$ cat src/rtl/core/ppikbd_pkg.sv
`timescale 1ns / 1ps
`default_nettype none
// ----------------------------------------------------------------------------
// ppikbd_pkg
// Shared types, codes and reset values of the keyboard/switch port block.
// ----------------------------------------------------------------------------
package ppikbd_pkg;

    localparam int ADDR_W      = 16;
    localparam int DATA_W      = 8;
    localparam int REQ_W       = 2;
    localparam int CFG_INDEX_W = 2;
    localparam int CFG_DATA_W  = 16;

    // request codes
    localparam logic [REQ_W-1:0] REQ_READ  = 2'd0;
    localparam logic [REQ_W-1:0] REQ_WRITE = 2'd1;
    localparam logic [REQ_W-1:0] REQ_TICK  = 2'd2;

    // configuration register indexes
    localparam logic [CFG_INDEX_W-1:0] CFG_BASE_ADDRESS = 2'd0;
    localparam logic [CFG_INDEX_W-1:0] CFG_SWITCHES     = 2'd1;
    localparam logic [CFG_INDEX_W-1:0] CFG_INTR_DELAY   = 2'd2;
    localparam logic [CFG_INDEX_W-1:0] CFG_INTR_PULSE   = 2'd3;

    // port offsets inside the window
    localparam logic [1:0] OFS_PORT_A  = 2'd0;
    localparam logic [1:0] OFS_PORT_B  = 2'd1;
    localparam logic [1:0] OFS_PORT_C  = 2'd2;
    localparam logic [1:0] OFS_CONTROL = 2'd3;

    localparam logic [DATA_W-1:0] PORT_B_RESET_BIT  = 8'h40;
    localparam logic [DATA_W-1:0] PORT_B_SELECT_BIT = 8'h08;
    localparam logic [DATA_W-1:0] SELF_TEST_CODE    = 8'hAA;

    localparam logic [ADDR_W-1:0] BASE_ADDRESS_RESET = 16'h0060;
    localparam logic [DATA_W-1:0] SWITCHES_RESET     = 8'h3D;
    localparam logic [DATA_W-1:0] INTR_DELAY_RESET   = 8'd10;
    localparam logic [DATA_W-1:0] INTR_PULSE_RESET   = 8'd20;

    // control from the bus side to the interrupt timer
    typedef struct packed {
        logic tick;
        logic arm;
    } intr_ctl_t;

    // port C image: low nibble of switches when port B select bit is set,
    // high nibble otherwise
    function automatic logic [DATA_W-1:0] port_c_from_switches(
        input logic [DATA_W-1:0] port_b,
        input logic [DATA_W-1:0] switches
    );
        logic [DATA_W-1:0] r;
        if ((port_b & PORT_B_SELECT_BIT) != '0)
            r = {4'h0, switches[3:0]};
        else
            r = {4'h0, switches[7:4]};
        return r;
    endfunction

    localparam logic [DATA_W-1:0] PORT_C_RESET =
        port_c_from_switches('0, SWITCHES_RESET);

endpackage : ppikbd_pkg
`default_nettype wire

$ cat src/rtl/core/ppikbd_ifs.sv
`timescale 1ns / 1ps
`default_nettype none
// ----------------------------------------------------------------------------
// ppikbd_ifs
// Valid/ready channels: bus request, result, configuration write.
// ----------------------------------------------------------------------------
interface ppikbd_req_if;
    import ppikbd_pkg::*;
    logic              valid;
    logic              ready;
    logic [REQ_W-1:0]  req_type;
    logic [ADDR_W-1:0] port_address;
    logic [DATA_W-1:0] write_data;

    modport source (output valid, req_type, port_address, write_data, input ready);
    modport sink   (input valid, req_type, port_address, write_data, output ready);
endinterface : ppikbd_req_if

interface ppikbd_rsp_if;
    import ppikbd_pkg::*;
    logic              valid;
    logic              ready;
    logic [DATA_W-1:0] read_data;
    logic              bad_address;
    logic              intr_level;

    modport source (output valid, read_data, bad_address, intr_level, input ready);
    modport sink   (input valid, read_data, bad_address, intr_level, output ready);
endinterface : ppikbd_rsp_if

interface ppikbd_cfg_if;
    import ppikbd_pkg::*;
    logic                   valid;
    logic                   ready;
    logic [CFG_INDEX_W-1:0] index;
    logic [CFG_DATA_W-1:0]  data;

    modport source (output valid, index, data, input ready);
    modport sink   (input valid, index, data, output ready);
endinterface : ppikbd_cfg_if
`default_nettype wire

$ cat src/rtl/core/ppikbd_intr_timer.sv
`timescale 1ns / 1ps
`default_nettype none
// ----------------------------------------------------------------------------
// ppikbd_intr_timer
// Delayed keyboard interrupt pulse: delay countdown, then pulse countdown.
// ----------------------------------------------------------------------------
module ppikbd_intr_timer
    import ppikbd_pkg::*;
(
    input  wire logic              clk,
    input  wire logic              rst_n,
    input  wire intr_ctl_t         ctl,
    input  wire logic [DATA_W-1:0] delay_ticks,
    input  wire logic [DATA_W-1:0] pulse_ticks,
    output logic                   line_next
);

    logic              armed_reg, armed_next;
    logic [DATA_W-1:0] cnt_reg, cnt_next;
    logic              line_reg;

    always_comb
    begin
        armed_next = armed_reg;
        cnt_next   = cnt_reg;
        line_next  = line_reg;
        if (ctl.arm)
        begin
            // re-arm: line keeps its level
            armed_next = 1'b1;
            cnt_next   = delay_ticks;
        end
        else if (ctl.tick && armed_reg)
        begin
            if (cnt_reg != '0)
                cnt_next = cnt_reg - 1'b1;
            else if (!line_reg)
            begin
                line_next = 1'b1;
                cnt_next  = pulse_ticks;
            end
            else
            begin
                line_next  = 1'b0;
                armed_next = 1'b0;
            end
        end
    end

    always_ff @(posedge clk or negedge rst_n)
    begin
        if (!rst_n)
        begin
            armed_reg <= 1'b0;
            cnt_reg   <= '0;
            line_reg  <= 1'b0;
        end
        else
        begin
            armed_reg <= armed_next;
            cnt_reg   <= cnt_next;
            line_reg  <= line_next;
        end
    end

    a_rise_after_delay: assert property (@(posedge clk) disable iff (!rst_n)
        $rose(line_reg) |-> ($past(armed_reg) && $past(cnt_reg) == '0))
        else $error("interrupt rose before delay expired");

    a_fall_disarms: assert property (@(posedge clk) disable iff (!rst_n)
        ($fell(line_reg) && !$past(ctl.arm)) |-> !armed_reg)
        else $error("interrupt fell but timer still armed");

    a_idle_line_low: assert property (@(posedge clk) disable iff (!rst_n)
        !armed_reg |-> !line_reg)
        else $error("interrupt high while timer idle");

endmodule : ppikbd_intr_timer
`default_nettype wire

$ cat src/rtl/core/ppi_keyboard_port_controller.sv
`timescale 1ns / 1ps
`default_nettype none
// ----------------------------------------------------------------------------
// ppi_keyboard_port_controller
// PC-XT style keyboard/switch parallel port: bus reads, writes and ticks.
// ----------------------------------------------------------------------------
//  channel  dir  payload                                   transfer when
//  req      in   req_type, port_address, write_data        req.valid & req.ready
//  rsp      out  read_data, bad_address, intr_level        rsp.valid & rsp.ready
//  cfg      in   index, data                               cfg.valid & cfg.ready
//
//  One item per cycle unless rsp stalls: a request updates latches and timer
//  at the transfer edge and its result is in the output register next cycle.
//  req.ready is high while the output register is empty or being drained,
//  so a stalled rsp holds one result and stops new requests only then.
//  cfg.ready is always high. Reset (rst_n low, async) loads port A with the
//  self-test code and the registers with their defaults; no clearing pass.
// ----------------------------------------------------------------------------
module ppi_keyboard_port_controller
    import ppikbd_pkg::*;
(
    input  wire logic    clk,
    input  wire logic    rst_n,
    ppikbd_req_if.sink   req,
    ppikbd_rsp_if.source rsp,
    ppikbd_cfg_if.sink   cfg
);

    // configuration registers
    logic [ADDR_W-1:0] base_reg;
    logic [DATA_W-1:0] switches_reg;
    logic [DATA_W-1:0] delay_reg;
    logic [DATA_W-1:0] pulse_reg;

    // port latches
    logic [DATA_W-1:0] port_a_reg, port_a_next;
    logic [DATA_W-1:0] port_b_reg, port_b_next;
    logic [DATA_W-1:0] port_c_reg, port_c_next;
    logic [DATA_W-1:0] ctrl_reg,   ctrl_next;

    // output register
    logic              out_valid_reg;
    logic [DATA_W-1:0] rd_data_reg;
    logic              bad_reg;
    logic              intr_reg;

    logic              req_xfer;
    logic              is_rd, is_wr;
    logic [ADDR_W-1:0] offset;
    logic              hit;
    logic [DATA_W-1:0] rd_data;
    logic              bad;
    intr_ctl_t         intr_ctl;
    logic              intr_next;

    assign cfg.ready = 1'b1;
    assign req.ready = !out_valid_reg || rsp.ready;
    assign req_xfer  = req.valid && req.ready;

    // ---------------- configuration writes
    always_ff @(posedge clk or negedge rst_n)
    begin
        if (!rst_n)
        begin
            base_reg     <= BASE_ADDRESS_RESET;
            switches_reg <= SWITCHES_RESET;
            delay_reg    <= INTR_DELAY_RESET;
            pulse_reg    <= INTR_PULSE_RESET;
        end
        else if (cfg.valid)
        begin
            unique case (cfg.index)
                CFG_BASE_ADDRESS: base_reg     <= cfg.data;
                CFG_SWITCHES:     switches_reg <= cfg.data[DATA_W-1:0];
                CFG_INTR_DELAY:   delay_reg    <= cfg.data[DATA_W-1:0];
                CFG_INTR_PULSE:   pulse_reg    <= cfg.data[DATA_W-1:0];
                default: ;
            endcase
        end
    end

    // ---------------- decode: window is base..base+3, no wrap past 0xFFFF
    assign is_rd  = req.req_type == REQ_READ;
    assign is_wr  = req.req_type == REQ_WRITE;
    assign offset = req.port_address - base_reg;
    assign hit    = (req.port_address >= base_reg) && (offset[ADDR_W-1:2] == '0);

    always_comb
    begin
        port_a_next = port_a_reg;
        port_b_next = port_b_reg;
        port_c_next = port_c_reg;
        ctrl_next   = ctrl_reg;
        rd_data     = '0;
        bad         = (is_rd || is_wr) && !hit;
        intr_ctl    = '{tick: 1'b0, arm: 1'b0};

        if (req_xfer)
        begin
            intr_ctl.tick = req.req_type == REQ_TICK;
            if (is_rd && hit)
            begin
                unique case (offset[1:0])
                    OFS_PORT_A:
                    begin
                        rd_data     = port_a_reg;
                        port_a_next = '0;       // read clears the scan code
                    end
                    OFS_PORT_B:  rd_data = port_b_reg;
                    OFS_PORT_C:  rd_data = port_c_reg;
                    OFS_CONTROL: rd_data = ctrl_reg;
                    default: ;
                endcase
            end
            else if (is_wr && hit)
            begin
                unique case (offset[1:0])
                    OFS_PORT_A: ;               // port A is input only
                    OFS_PORT_B:
                    begin
                        // rising reset bit: port A to self-test code, control cleared, arm timer
                        if ((port_b_reg & PORT_B_RESET_BIT) == '0 &&
                            (req.write_data & PORT_B_RESET_BIT) != '0)
                        begin
                            port_a_next  = SELF_TEST_CODE;
                            ctrl_next    = '0;
                            intr_ctl.arm = 1'b1;
                        end
                        port_b_next = req.write_data;
                        port_c_next = port_c_from_switches(req.write_data, switches_reg);
                    end
                    OFS_PORT_C:  port_c_next = req.write_data;
                    OFS_CONTROL: ctrl_next   = req.write_data;
                    default: ;
                endcase
            end
        end
    end

    ppikbd_intr_timer u_intr_timer (
        .clk         (clk),
        .rst_n       (rst_n),
        .ctl         (intr_ctl),
        .delay_ticks (delay_reg),
        .pulse_ticks (pulse_reg),
        .line_next   (intr_next)
    );

    always_ff @(posedge clk or negedge rst_n)
    begin
        if (!rst_n)
        begin
            port_a_reg <= SELF_TEST_CODE;
            port_b_reg <= '0;
            port_c_reg <= PORT_C_RESET;
            ctrl_reg   <= '0;
        end
        else
        begin
            port_a_reg <= port_a_next;
            port_b_reg <= port_b_next;
            port_c_reg <= port_c_next;
            ctrl_reg   <= ctrl_next;
        end
    end

    // ---------------- result register
    always_ff @(posedge clk or negedge rst_n)
    begin
        if (!rst_n)
            out_valid_reg <= 1'b0;
        else if (req_xfer)
            out_valid_reg <= 1'b1;
        else if (rsp.ready)
            out_valid_reg <= 1'b0;
    end

    always_ff @(posedge clk)
    begin
        if (req_xfer)
        begin
            rd_data_reg <= rd_data;
            bad_reg     <= bad;
            intr_reg    <= intr_next;
        end
    end

    assign rsp.valid       = out_valid_reg;
    assign rsp.read_data   = rd_data_reg;
    assign rsp.bad_address = bad_reg;
    assign rsp.intr_level  = intr_reg;

    a_bad_reads_zero: assert property (@(posedge clk) disable iff (!rst_n)
        (out_valid_reg && bad_reg) |-> (rd_data_reg == '0))
        else $error("bad address result carries data");

    a_port_a_clear: assert property (@(posedge clk) disable iff (!rst_n)
        (req_xfer && is_rd && hit && offset[1:0] == OFS_PORT_A) |=> (port_a_reg == '0))
        else $error("port A not cleared after read");

    a_selftest_load: assert property (@(posedge clk) disable iff (!rst_n)
        intr_ctl.arm |=> (port_a_reg == SELF_TEST_CODE && ctrl_reg == '0))
        else $error("port B reset did not reload latches");

endmodule : ppi_keyboard_port_controller
`default_nettype wire

$ cat src/flat_wrapper.sv
// flat-port wrapper written by rule: the top's interface ports become plain ports
module ppi_keyboard_port_controller_flat import ppikbd_pkg::*;
  (clk, rst_n, req_valid, req_req_type, req_port_address, req_write_data, req_ready, rsp_valid, rsp_read_data, rsp_bad_address, rsp_intr_level, rsp_ready, cfg_valid, cfg_index, cfg_data, cfg_ready);
  ppikbd_req_if req_i ();
  ppikbd_rsp_if rsp_i ();
  ppikbd_cfg_if cfg_i ();
  input  wire logic clk;
  input  wire logic rst_n;
  input wire logic [$bits(req_i.valid)-1:0] req_valid;
  input wire logic [$bits(req_i.req_type)-1:0] req_req_type;
  input wire logic [$bits(req_i.port_address)-1:0] req_port_address;
  input wire logic [$bits(req_i.write_data)-1:0] req_write_data;
  output wire logic [$bits(req_i.ready)-1:0] req_ready;
  output wire logic [$bits(rsp_i.valid)-1:0] rsp_valid;
  output wire logic [$bits(rsp_i.read_data)-1:0] rsp_read_data;
  output wire logic [$bits(rsp_i.bad_address)-1:0] rsp_bad_address;
  output wire logic [$bits(rsp_i.intr_level)-1:0] rsp_intr_level;
  input wire logic [$bits(rsp_i.ready)-1:0] rsp_ready;
  input wire logic [$bits(cfg_i.valid)-1:0] cfg_valid;
  input wire logic [$bits(cfg_i.index)-1:0] cfg_index;
  input wire logic [$bits(cfg_i.data)-1:0] cfg_data;
  output wire logic [$bits(cfg_i.ready)-1:0] cfg_ready;
  assign req_i.valid = req_valid;
  assign req_i.req_type = req_req_type;
  assign req_i.port_address = req_port_address;
  assign req_i.write_data = req_write_data;
  assign req_ready = req_i.ready;
  assign rsp_valid = rsp_i.valid;
  assign rsp_read_data = rsp_i.read_data;
  assign rsp_bad_address = rsp_i.bad_address;
  assign rsp_intr_level = rsp_i.intr_level;
  assign rsp_i.ready = rsp_ready;
  assign cfg_i.valid = cfg_valid;
  assign cfg_i.index = cfg_index;
  assign cfg_i.data = cfg_data;
  assign cfg_ready = cfg_i.ready;
  ppi_keyboard_port_controller u_core (.clk(clk), .rst_n(rst_n), .req(req_i), .rsp(rsp_i), .cfg(cfg_i));
endmodule
$ cat config.mk
export PLATFORM = sky130hd
export DESIGN_NAME = ppi_keyboard_port_controller_flat
export DESIGN_NICKNAME = d
export VERILOG_FILES = /design/src/rtl/core/ppikbd_pkg.sv /design/src/rtl/core/ppikbd_ifs.sv /design/src/rtl/core/ppikbd_intr_timer.sv /design/src/rtl/core/ppi_keyboard_port_controller.sv /design/src/flat_wrapper.sv
export SDC_FILE = /design/constraint.sdc
export NUM_CORES = 1
export LEC_CHECK = 0
export BUFFER_PORTS_ARGS = -buffer_cell sky130_fd_sc_hd__buf_2
export CELL_PAD_IN_SITES_DETAIL_PLACEMENT = 0
export CELL_PAD_IN_SITES_GLOBAL_PLACEMENT = 1
export CORE_ASPECT_RATIO = 1.4
export CORE_MARGIN = 2
export CORE_UTILIZATION = 49
export DETAILED_ROUTE_END_ITERATION = 6
export GPL_ROUTABILITY_DRIVEN = 1
export MAX_ROUTING_LAYER = met4
export PLACE_DENSITY = 0.83
export SLEW_MARGIN = 20
export SYNTH_ARGS = -nofsm -noshare
export SYNTH_HDL_FRONTEND = slang
export SYNTH_SLANG_ARGS = --single-unit
$ cat constraint.sdc
create_clock -name clk -period 11.25 [get_ports clk]
set_input_delay 1.125 -clock clk [delete_from_list [all_inputs] [get_ports clk]]
set_output_delay 1.125 -clock clk [all_outputs]
set_load 0.05 [all_outputs]
==> results of run 1 <==
[routing by layer]
layer / vias to the layer above / global-route usage, % / share of wire, %
met2: 95 / 36.4 / 51
met3: 21 / 3.50 / 3.8
met1: 1813 / 28.4 / 43
li1: 1804 / - / -
met5: - / - / 0
met4: 0 / 8.62 / 2.4
[final cells by class]
type,count,share of cell area [%]
tap,135,2.99
timing repair buffer,63,5.72
multi-input combinational,325,43.3
clock buffer,11,4.12
sequential,86,39.3
clock inverter,5,1.88
inverter,40,2.66
[cells in the final DEF (no fill, tap or decap), drive strengths merged, types with 3 or more instances in the layout]
cell | netlist | layout
nor3b | 3 | 3
nand2 | 48 | 48
nand2b | 7 | 7
dfrtp | 62 | 62
o2111ai | 3 | 3
mux2 | 49 | 49
or4 | 3 | 3
nor2b | 3 | 3
nor2 | 16 | 16
buf | 10 | 63
bufinv | 0 | 3
nor4 | 7 | 7
a21o | 5 | 5
and3 | 3 | 3
nand3b | 7 | 7
dfstp | 14 | 14
nor3 | 5 | 5
edfxtp | 10 | 10
mux2i | 16 | 16
a21oi | 31 | 31
nand3 | 9 | 9
xor2 | 4 | 4
ha | 24 | 24
clkbuf | 12 | 11
nand4 | 4 | 4
o22ai | 3 | 3
a21boi | 3 | 3
o211ai | 5 | 5
inv | 40 | 41
a222oi | 4 | 4
a22oi | 4 | 4
o31ai | 4 | 4
o21ai | 34 | 34
[tightest hold or removal path, cell delays in order, from the launching register on]
cell and delay, ns:
sky130_fd_sc_hd__dfstp_2 0.37, sky130_fd_sc_hd__o31ai_1 0.05, sky130_fd_sc_hd__nand2_1 0.05
[where the power goes]
part	switching (µW)	internal (µW)
Clock	118	218
Combinational	186	124
Sequential	28.4	365
[worst paths after layout]
path                                             endpoint            startpoint  depth (start not counted)
max                        u_core.u_intr_timer.cnt_reg[3]   req_port_address[0]                         13
min                                  u_core.port_a_reg[5]  u_core.port_a_reg[5]                          2
max reg2reg                u_core.u_intr_timer.cnt_reg[3]    u_core.base_reg[0]                         11
min reg2reg                          u_core.port_a_reg[5]  u_core.port_a_reg[5]                          2
max in group asynchronous   u_core.u_intr_timer.armed_reg                 rst_n                          2
min in group asynchronous              u_core.ctrl_reg[5]                 rst_n                          2
[kinds of logic (layout without fill, tap and decap cells)]
logic type      Yosys count  count (layout)  synth area share (%)
compound gates          108             108                  14.3
simple gates            122             122                  13.2
flops                    86              86                  45.1
other cells               1               1                0.0763
mux                      65              65                  14.8
fa+ha+maj                25              25                  6.51
xor+xnor                  4               4                 0.712
buf+inv                  62             119                  5.27
[per-stage QoR]
| step | hold WS, ns | total power, µW |
|---|---|---|
| after floorplan | 0.449 | 621 |
| after global placement | 0.462 | 698 |
| after detailed placement | 0.465 | 706 |
| after CTS | 0.471 | 1050 |
| after global routing | 0.507 | 1110 |
| final | 0.471 | 1040 |
==> qor.json, run 1 <==
{
  "cp_slowest_cell": "sky130_fd_sc_hd__or4_1",
  "synth.cells.most_frequent": "62 x sky130_fd_sc_hd__dfrtp_1, 48 x sky130_fd_sc_hd__nand2_1, 40 x sky130_fd_sc_hd__inv_1",
  "antenna_violations_before_repair": 0,
  "critical_path.max_fanout": 11,
  "relSlewSlack_pct": 34.8,
  "setup.reg_to_reg.worst_slack_ns": 6.78,
  "report.final.hold_viol_count": 0,
  "gr-total-overflow": 0,
  "rows": 43,
  "cell_taking_the_most_area_after_synthesis": "sky130_fd_sc_hd__dfrtp_1",
  "tritoncts.num_buffers": 9,
  "synth.net_count": 547,
  "post_cts_resize_count": 0,
  "wirelength_mm": 11.1,
  "class_of_the_most_critical_hold_timing_path": "register to register",
  "required_time_of_the_critical_path_ns": 11.46,
  "final_total_negative_setup_slack_ns": 0,
  "gate_family_responsible_for_the_most_delay_along_the_worst_path": "simple AND/OR/NAND/NOR gates",
  "post_layout_inst_area_um2": 5640,
  "finalWorstSetupSlack_ns": 6.30,
  "synth_sequential_area_ratio_pct": 45.1,
  "num-fill-cells": 867,
  "syn_avg_cell_area_um2": 10.4,
  "drc": 0,
  "route.antenna.remaining_nets": 0,
  "cp.arrival_ns": 5.16,
  "drive_gt1_share_pct": 26.4,
  "die_width_um": 88.7,
  "fp.dieH_um": 123,
  "clock_sink_count": 86,
  "setup_viol_count_final": 0,
  "floorplan.die_area_um2": 10900,
  "ys_top_cells_by_area": "sky130_fd_sc_hd__dfrtp_1 32%, sky130_fd_sc_hd__mux2_2 8.2%, sky130_fd_sc_hd__dfstp_2 7.5%",
  "postCtsSetupBuffers": 0,
  "cap_viol_max_count": 0,
  "cts-root-buf": "sky130_fd_sc_hd__clkbuf_16",
  "grt_util_all_layers_pct": 22.6,
  "flip_flop_count_of_the_largest_register_all_copies_and_words_added": 16,
  "firstDrtPassIters": 5,
  "register_bit_total_from_synthesis": 86,
  "yosysMostFrequentCell": "sky130_fd_sc_hd__dfrtp_1",
  "worst-path-buf-inv": 2,
  "via_count": 3733,
  "grt_pass1_vias": 3685,
  "powerDensity_nw_per_um2": 184,
  "core_um2": 9850,
  "detailedPlacementHpwl_mm": 8.39,
  "async_flop_share_pct": 88.4,
  "achievable-frequency_mhz": 202,
  "setup.worst_path.start_class": "input port",
  "yosysWarnings": 0,
  "critical_path_end_type": "register",
  "worstMarginPinSlew_ns": 0.978,
  "synthesis_to_layout_area_growth_pct": 14.8,
  "path_cells": "buf_2 > inv_1 > ha_1 > fa_1 > nand3b_1 > a21oi_2 > nor2_2 > o21ai_1 > mux2_1 > or4_1 > or4_4 > or4_1 > mux2_1",
  "clkTransAtPathRegs_ns": 0.06,
  "ff_latch_area_um2": 2220,
  "multiInputGateArea_um2": 2440,
  "numPortBuffers": 60,
  "clk_latency_worst_skew_pair_ns": 0.34,
  "finalMaxSlewViolations": 0,
  "ys_dominant_reg_cell": "sky130_fd_sc_hd__dfrtp_1",
  "detailed_place.area_um2": 5310,
  "route.detailed.vias_per_inst": 5.61,
  "dp_worst_slack_ns": 5.96,
  "post_cts_hold_buffer_count": 0,
  "max_vdd_drop_mv": 0.120,
  "finish.net_count": 599,
  "htree_num_levels": 3,
  "synth.cell_area_um2": 4920,
  "synthesis.instances": 473,
  "ioPinCount": 62,
  "timing.final.crit_share_pct": 44.0,
  "place.detailed.instances": 649,
  "worst_path_largest_cell_delay_ns": 0.76,
  "tritoncts": "yes",
  "globalplace.congestion": 0.868,
  "synth_enable_flop_cells": 10,
  "cts_buffer_depth": 2,
  "grt_start_max_net_pins": 77,
  "finish.utilization_pct": 57.3,
  "skew_ns": 0.0111,
  "grt_first_pass_wirelength_mm": 18.2,
  "final-instance-count-excl-fill": 665,
  "outcome": "finished clean",
  "rsz0062_at_grt": "false",
  "drtIter0Drc": 206,
  "antenna-diode-count": 0,
  "post_drt_wl_per_cell_um": 16.7,
  "timing_worst_setup_path_type": "input port to register",
  "power.static_leakage_uw": 0.00253,
  "synthDominantCellAreaShare_pct": 31.6,
  "layout_min_cycle_time_ns": 4.95,
  "netlist-cell-type-count": 61,
  "initial_standard_cell_utilization_of_the_core_pct": 49.9
}
Power figures use the tool's default switching activity.
==> inputs of run 2 (changes only) <==
--- a/config.mk
+++ b/config.mk
@@ -10,11 +10,11 @@
 export CELL_PAD_IN_SITES_GLOBAL_PLACEMENT = 1
 export CORE_ASPECT_RATIO = 1.4
 export CORE_MARGIN = 2
-export CORE_UTILIZATION = 49
+export CORE_UTILIZATION = 46
 export DETAILED_ROUTE_END_ITERATION = 6
 export GPL_ROUTABILITY_DRIVEN = 1
 export MAX_ROUTING_LAYER = met4
-export PLACE_DENSITY = 0.83
+export PLACE_DENSITY = 0.78
 export SLEW_MARGIN = 20
 export SYNTH_ARGS = -nofsm -noshare
 export SYNTH_HDL_FRONTEND = slang
==> constraint.sdc (replaced) <==
create_clock -name clk -period 4.75 [get_ports clk]
set_input_delay 0.475 -clock clk [delete_from_list [all_inputs] [get_ports clk]]
set_output_delay 0.475 -clock clk [all_outputs]
set_load 0.05 [all_outputs]
==> run 2 against run 1 <==
Sequential share of layout area down 0.31 points. Clock skew shrank 0.0060 ns. First-iteration DRC count shrank 25%. Core utilization is 2.6 points lower. Register-to-register slack worse by 6.4 ns. Global-route usage shrank 1.3 points. Clock power increased by 130%. Sequential power is 140% higher. Non-clock buffer count up 5. Worst hold slack got worse by 0.31 ns. Design area rose by 0.80%. Critical path depth shrank 1. Largest cell class unchanged. Largest power group unchanged.
==> qor.json, run 2 (synthesized netlist as in run 1, its figures left out) <==
{
  "synthesis_to_layout_area_growth": {"value": 15.7, "unit": "%", "change": "was 14.8%"},
  "timing.final.crit_share_pct": 91.0,
  "totalPowerFinal": {"value": 2430, "unit": "µW", "change": "was 1040 µW"},
  "firstDrtPassIters": {"value": 5, "change": "unchanged"},
  "tritoncts": {"value": "yes", "change": "unchanged"},
  "via_count": {"value": 3711, "change": "was 3,733"},
  "worst_path_largest_cell_delay": {"value": 0.56, "unit": "ns", "change": "was 0.76 ns"},
  "drive_gt1_share": {"value": 27.7, "unit": "%", "change": "was 26.4%"},
  "leading_cell_type_in_the_layout_fill_and_taps_excluded": {"value": "sky130_fd_sc_hd__dfrtp_1", "change": "unchanged"},
  "setup.worst_path.start_class": {"value": "register", "change": "was input port"},
  "layout_min_cycle_time_ns": 4.32,
  "combinationalPowerShare": {"value": 30.0, "unit": "%", "change": "was 29.8%"},
  "switching_share": {"value": 33.0, "unit": "%", "change": "was 32.0%"},
  "critical_path.max_fanout": {"value": 10, "change": "was 11"},
  "worstMarginPinSlew": {"value": 0.909, "unit": "ns", "change": "was 0.978 ns"},
  "outcome": {"value": "finished clean", "change": "unchanged"},
  "rsz0062_at_grt": {"value": "false", "change": "unchanged"},
  "layout_common_cells": {"value": "62 x sky130_fd_sc_hd__dfrtp_1, 60 x sky130_fd_sc_hd__buf_2, 48 x sky130_fd_sc_hd__nand2_1", "change": "unchanged"},
  "numPortBuffers": {"value": 60, "change": "unchanged"},
  "tritoncts.num_buffers": {"value": 9, "change": "unchanged"},
  "post_cts_resize_count": {"value": 0, "change": "unchanged"},
  "fp.dieH": {"value": 126, "unit": "µm", "change": "was 123 µm"},
  "detailedPlacementHpwl": {"value": 8.76, "unit": "mm", "change": "was 8.39 mm"},
  "post_drt_wl_per_cell": {"value": 17.1, "unit": "µm", "change": "was 16.7 µm"},
  "cp_slowest_cell": {"value": "sky130_fd_sc_hd__nor4b_4", "change": "was sky130_fd_sc_hd__or4_1"},
  "r2r_end": {"value": "u_core.port_b_reg[2]", "change": "was u_core.u_intr_timer.cnt_reg[3]"},
  "final-instance-count-excl-fill": {"value": 673, "change": "was 665"},
  "floorplan.die_area": {"value": 11500, "unit": "µm²", "change": "was 10,900 µm²"},
  "worst-path-buf-inv": {"value": 1, "change": "was 2"},
  "clk_latency_worst_skew_pair": {"value": 0.34, "unit": "ns", "change": "about the same"},
  "globalplace.congestion": {"value": 0.908, "change": "was 0.868"},
  "drc": {"value": 0, "change": "unchanged"},
  "rows": {"value": 44, "change": "was 43"},
  "grt_first_pass_wirelength": {"value": 18.7, "unit": "mm", "change": "was 18.2 mm"},
  "cap_viol_max_count": {"value": 0, "change": "unchanged"},
  "ioPinCount": {"value": 62, "change": "unchanged"},
  "wirelength": {"value": 11.5, "unit": "mm", "change": "was 11.1 mm"},
  "antenna-diode-count": {"value": 0, "change": "unchanged"},
  "antenna_violations_before_repair": {"value": 0, "change": "unchanged"},
  "power.static_leakage": {"value": 0.00256, "unit": "µW", "change": "was 0.00253 µW"},
  "clkTransAtPathRegs": {"value": 0.06, "unit": "ns", "change": "about the same"},
  "cts_buffer_depth": {"value": 2, "change": "unchanged"},
  "seq_power_share": {"value": 38.4, "unit": "%", "change": "was 37.9%"},
  "timing.rr.start": {"value": "u_core.base_reg[0]", "change": "unchanged"},
  "drtIter0Drc": {"value": 154, "change": "was 206"},
  "detailed_place.area": {"value": 5350, "unit": "µm²", "change": "was 5310 µm²"},
  "cts-root-buf": {"value": "sky130_fd_sc_hd__clkbuf_16", "change": "unchanged"},
  "route.detailed.vias_per_inst": {"value": 5.51, "change": "was 5.61"},
  "relSlewSlack": {"value": 39.2, "unit": "%", "change": "was 34.8%"},
  "finalMaxSlewViolations": {"value": 0, "change": "unchanged"},
  "setup_viol_count_final": {"value": 0, "change": "unchanged"},
  "post_layout_inst_area": {"value": 5690, "unit": "µm²", "change": "was 5640 µm²"},
  "required_time_of_the_critical_path": {"value": 4.97, "unit": "ns", "change": "was 11.46 ns"},
  "gate_family_responsible_for_the_most_delay_along_the_worst_path": {"value": "simple AND/OR/NAND/NOR gates", "change": "unchanged"},
  "achievable-frequency_mhz": 231,
  "grt_util_all_layers": {"value": 21.3, "unit": "%", "change": "was 22.6%"},
  "gr-total-overflow": {"value": 0, "change": "unchanged"},
  "grt_pass1_vias": {"value": 3764, "change": "was 3,685"},
  "final_total_negative_setup_slack": {"value": 0, "unit": "ns", "change": "unchanged"},
  "skew": {"value": 0.00504, "unit": "ns", "change": "was 0.0111 ns"},
  "clock_power_share": {"value": 31.7, "unit": "%", "change": "was 32.4%"},
  "class_of_the_most_critical_hold_timing_path": {"value": "input port to async pin", "change": "was register to register"},
  "post_cts_hold_buffer_count": {"value": 0, "change": "unchanged"},
  "multiInputGateArea": {"value": 2450, "unit": "µm²", "change": "was 2440 µm²"},
  "die_width": {"value": 91.4, "unit": "µm", "change": "was 88.7 µm"},
  "finish.net_count": {"value": 604, "change": "was 599"},
  "setup.reg_to_reg.worst_slack": {"value": 0.43, "unit": "ns", "change": "was 6.78 ns"},
  "powerDensity": {"value": 428, "unit": "nW/µm²", "change": "was 184 nW/µm²"},
  "route.antenna.remaining_nets": {"value": 0, "change": "unchanged"},
  "postCtsSetupBuffers": {"value": 0, "change": "unchanged"},
  "max_vdd_drop": {"value": 0.186, "unit": "mV", "change": "was 0.120 mV"},
  "place.detailed.instances": {"value": 657, "change": "was 649"},
  "clock_sink_count": {"value": 86, "change": "unchanged"},
  "grt_start_max_net_pins": {"value": 49, "change": "was 77"},
  "report.final.hold_viol_count": {"value": 0, "change": "unchanged"},
  "timing_worst_setup_path_type": {"value": "register to register", "change": "was input port to register"},
  "cell_internal_pwr": {"value": 1630, "unit": "µW", "change": "was 707 µW"},
  "path_cells": {"value": "ha_1 > fa_1 > nand3b_1 > a21oi_2 > nor2_2 > o21ai_1 > mux2_1 > or4_1 > or4_4 > buf_4 > nor4b_4 > mux2_2", "change": "was buf_2 > inv_1 > ha_1 > fa_1 > nand3b_1 > a21oi_2 > nor2_2 > o21ai_1 > mux2_1 > or4_1 > or4_4 > or4_1 > mux2_1"},
  "initial_standard_cell_utilization_of_the_core": {"value": 47.3, "unit": "%", "change": "was 49.9%"},
  "flip_flop_count_of_the_largest_register_all_copies_and_words_added": {"value": 16, "change": "unchanged"},
  "num-fill-cells": {"value": 941, "change": "was 867"},
  "critical_path_end_type": {"value": "register", "change": "unchanged"},
  "ff_latch_area": {"value": 2220, "unit": "µm²", "change": "unchanged"},
  "timing.reg2reg.worst_path_depth": {"value": 12, "change": "was 11"},
  "htree_num_levels": {"value": 3, "change": "unchanged"},
  "cp.arrival": {"value": 4.55, "unit": "ns", "change": "was 5.16 ns"},
  "power.switching": {"value": 803, "unit": "µW", "change": "was 333 µW"},
  "core": {"value": 10400, "unit": "µm²", "change": "was 9850 µm²"}
}
-- run 2: changes by cell type in the layout (fill, tap and decap cells not counted) --
cell	before	now
sky130_fd_sc_hd__xor2_2	0	1
sky130_fd_sc_hd__buf_4	3	8
sky130_fd_sc_hd__inv_6	1	2
sky130_fd_sc_hd__clkbuf_16	9	11
sky130_fd_sc_hd__xor2_1	4	3
sky130_fd_sc_hd__clkinv_2	0	1
sky130_fd_sc_hd__bufinv_16	3	1
sky130_fd_sc_hd__clkbuf_1	2	0
-- run 2: how the worst max path moves through the flow --
stage / startpoint / to / slack (ns) / cells past startpoint
final: u_core.base_reg[0] / u_core.port_b_reg[2] / 0.43 / 12
after detailed placement: req_port_address[0] / u_core.port_b_reg[0] / 0.25 / 14
after global placement: req_port_address[0] / u_core.port_b_reg[6] / 0.30 / 14
after floorplan: req_port_address[0] / u_core.port_c_reg[2] / 0.58 / 13
after global routing: u_core.base_reg[0] / u_core.port_b_reg[2] / 0.26 / 12
after CTS: u_core.base_reg[0] / u_core.port_b_reg[2] / 0.42 / 12
-- run 2: worst reg2reg max path: cells and delay by family, from the launching register on --
family,cells,cell delay [ns]
multiplexers,2,0.74
flip-flops,1,0.40
AND/OR/NAND/NOR,5,1.90
adder cells (fa/ha/maj),2,0.67
buffers and inverters,1,0.20
AO/OA/AOI/OAI,2,0.32
-- run 2: through the flow --
step / util (%) / hold WS [ns] / setup slack, ns
detailed placement: 51.4 / 0.471 / 0.252
CTS: 54.6 / 0.187 / 0.424
global placement: 51.4 / 0.463 / 0.303
finish: 54.7 / 0.163 / 0.426
global route: 54.7 / 0.210 / 0.257
floorplan: - / 0.179 / 0.577
-- run 2: power groups by stage --
stage	logic [µW]	clock network (µW)	registers [µW]
floorplan	527	0	944
global placement	720	0	941
detailed placement	726	0	945
CTS	729	787	932
global route	814	815	947
finish	729	771	933
-- run 2: layer usage --
metal / vias up / share of wire, % / track usage, %
met4: 0 / 3.8 / 10.7
li1: 1802 / - / -
met2: 97 / 50 / 35.5
met1: 1779 / 42 / 24.7
met3: 33 / 4.0 / 3.62
met5: - / 0 / -
-- run 2: layout make-up --
type	count	area share, %
Tap cell	138	3.03
Inverter	40	2.64
Clock inverter	5	1.06
Sequential cell	86	39.0
Clock buffer	11	4.84
Multi-Input combinational cell	325	43.1
Timing Repair Buffer	68	6.33
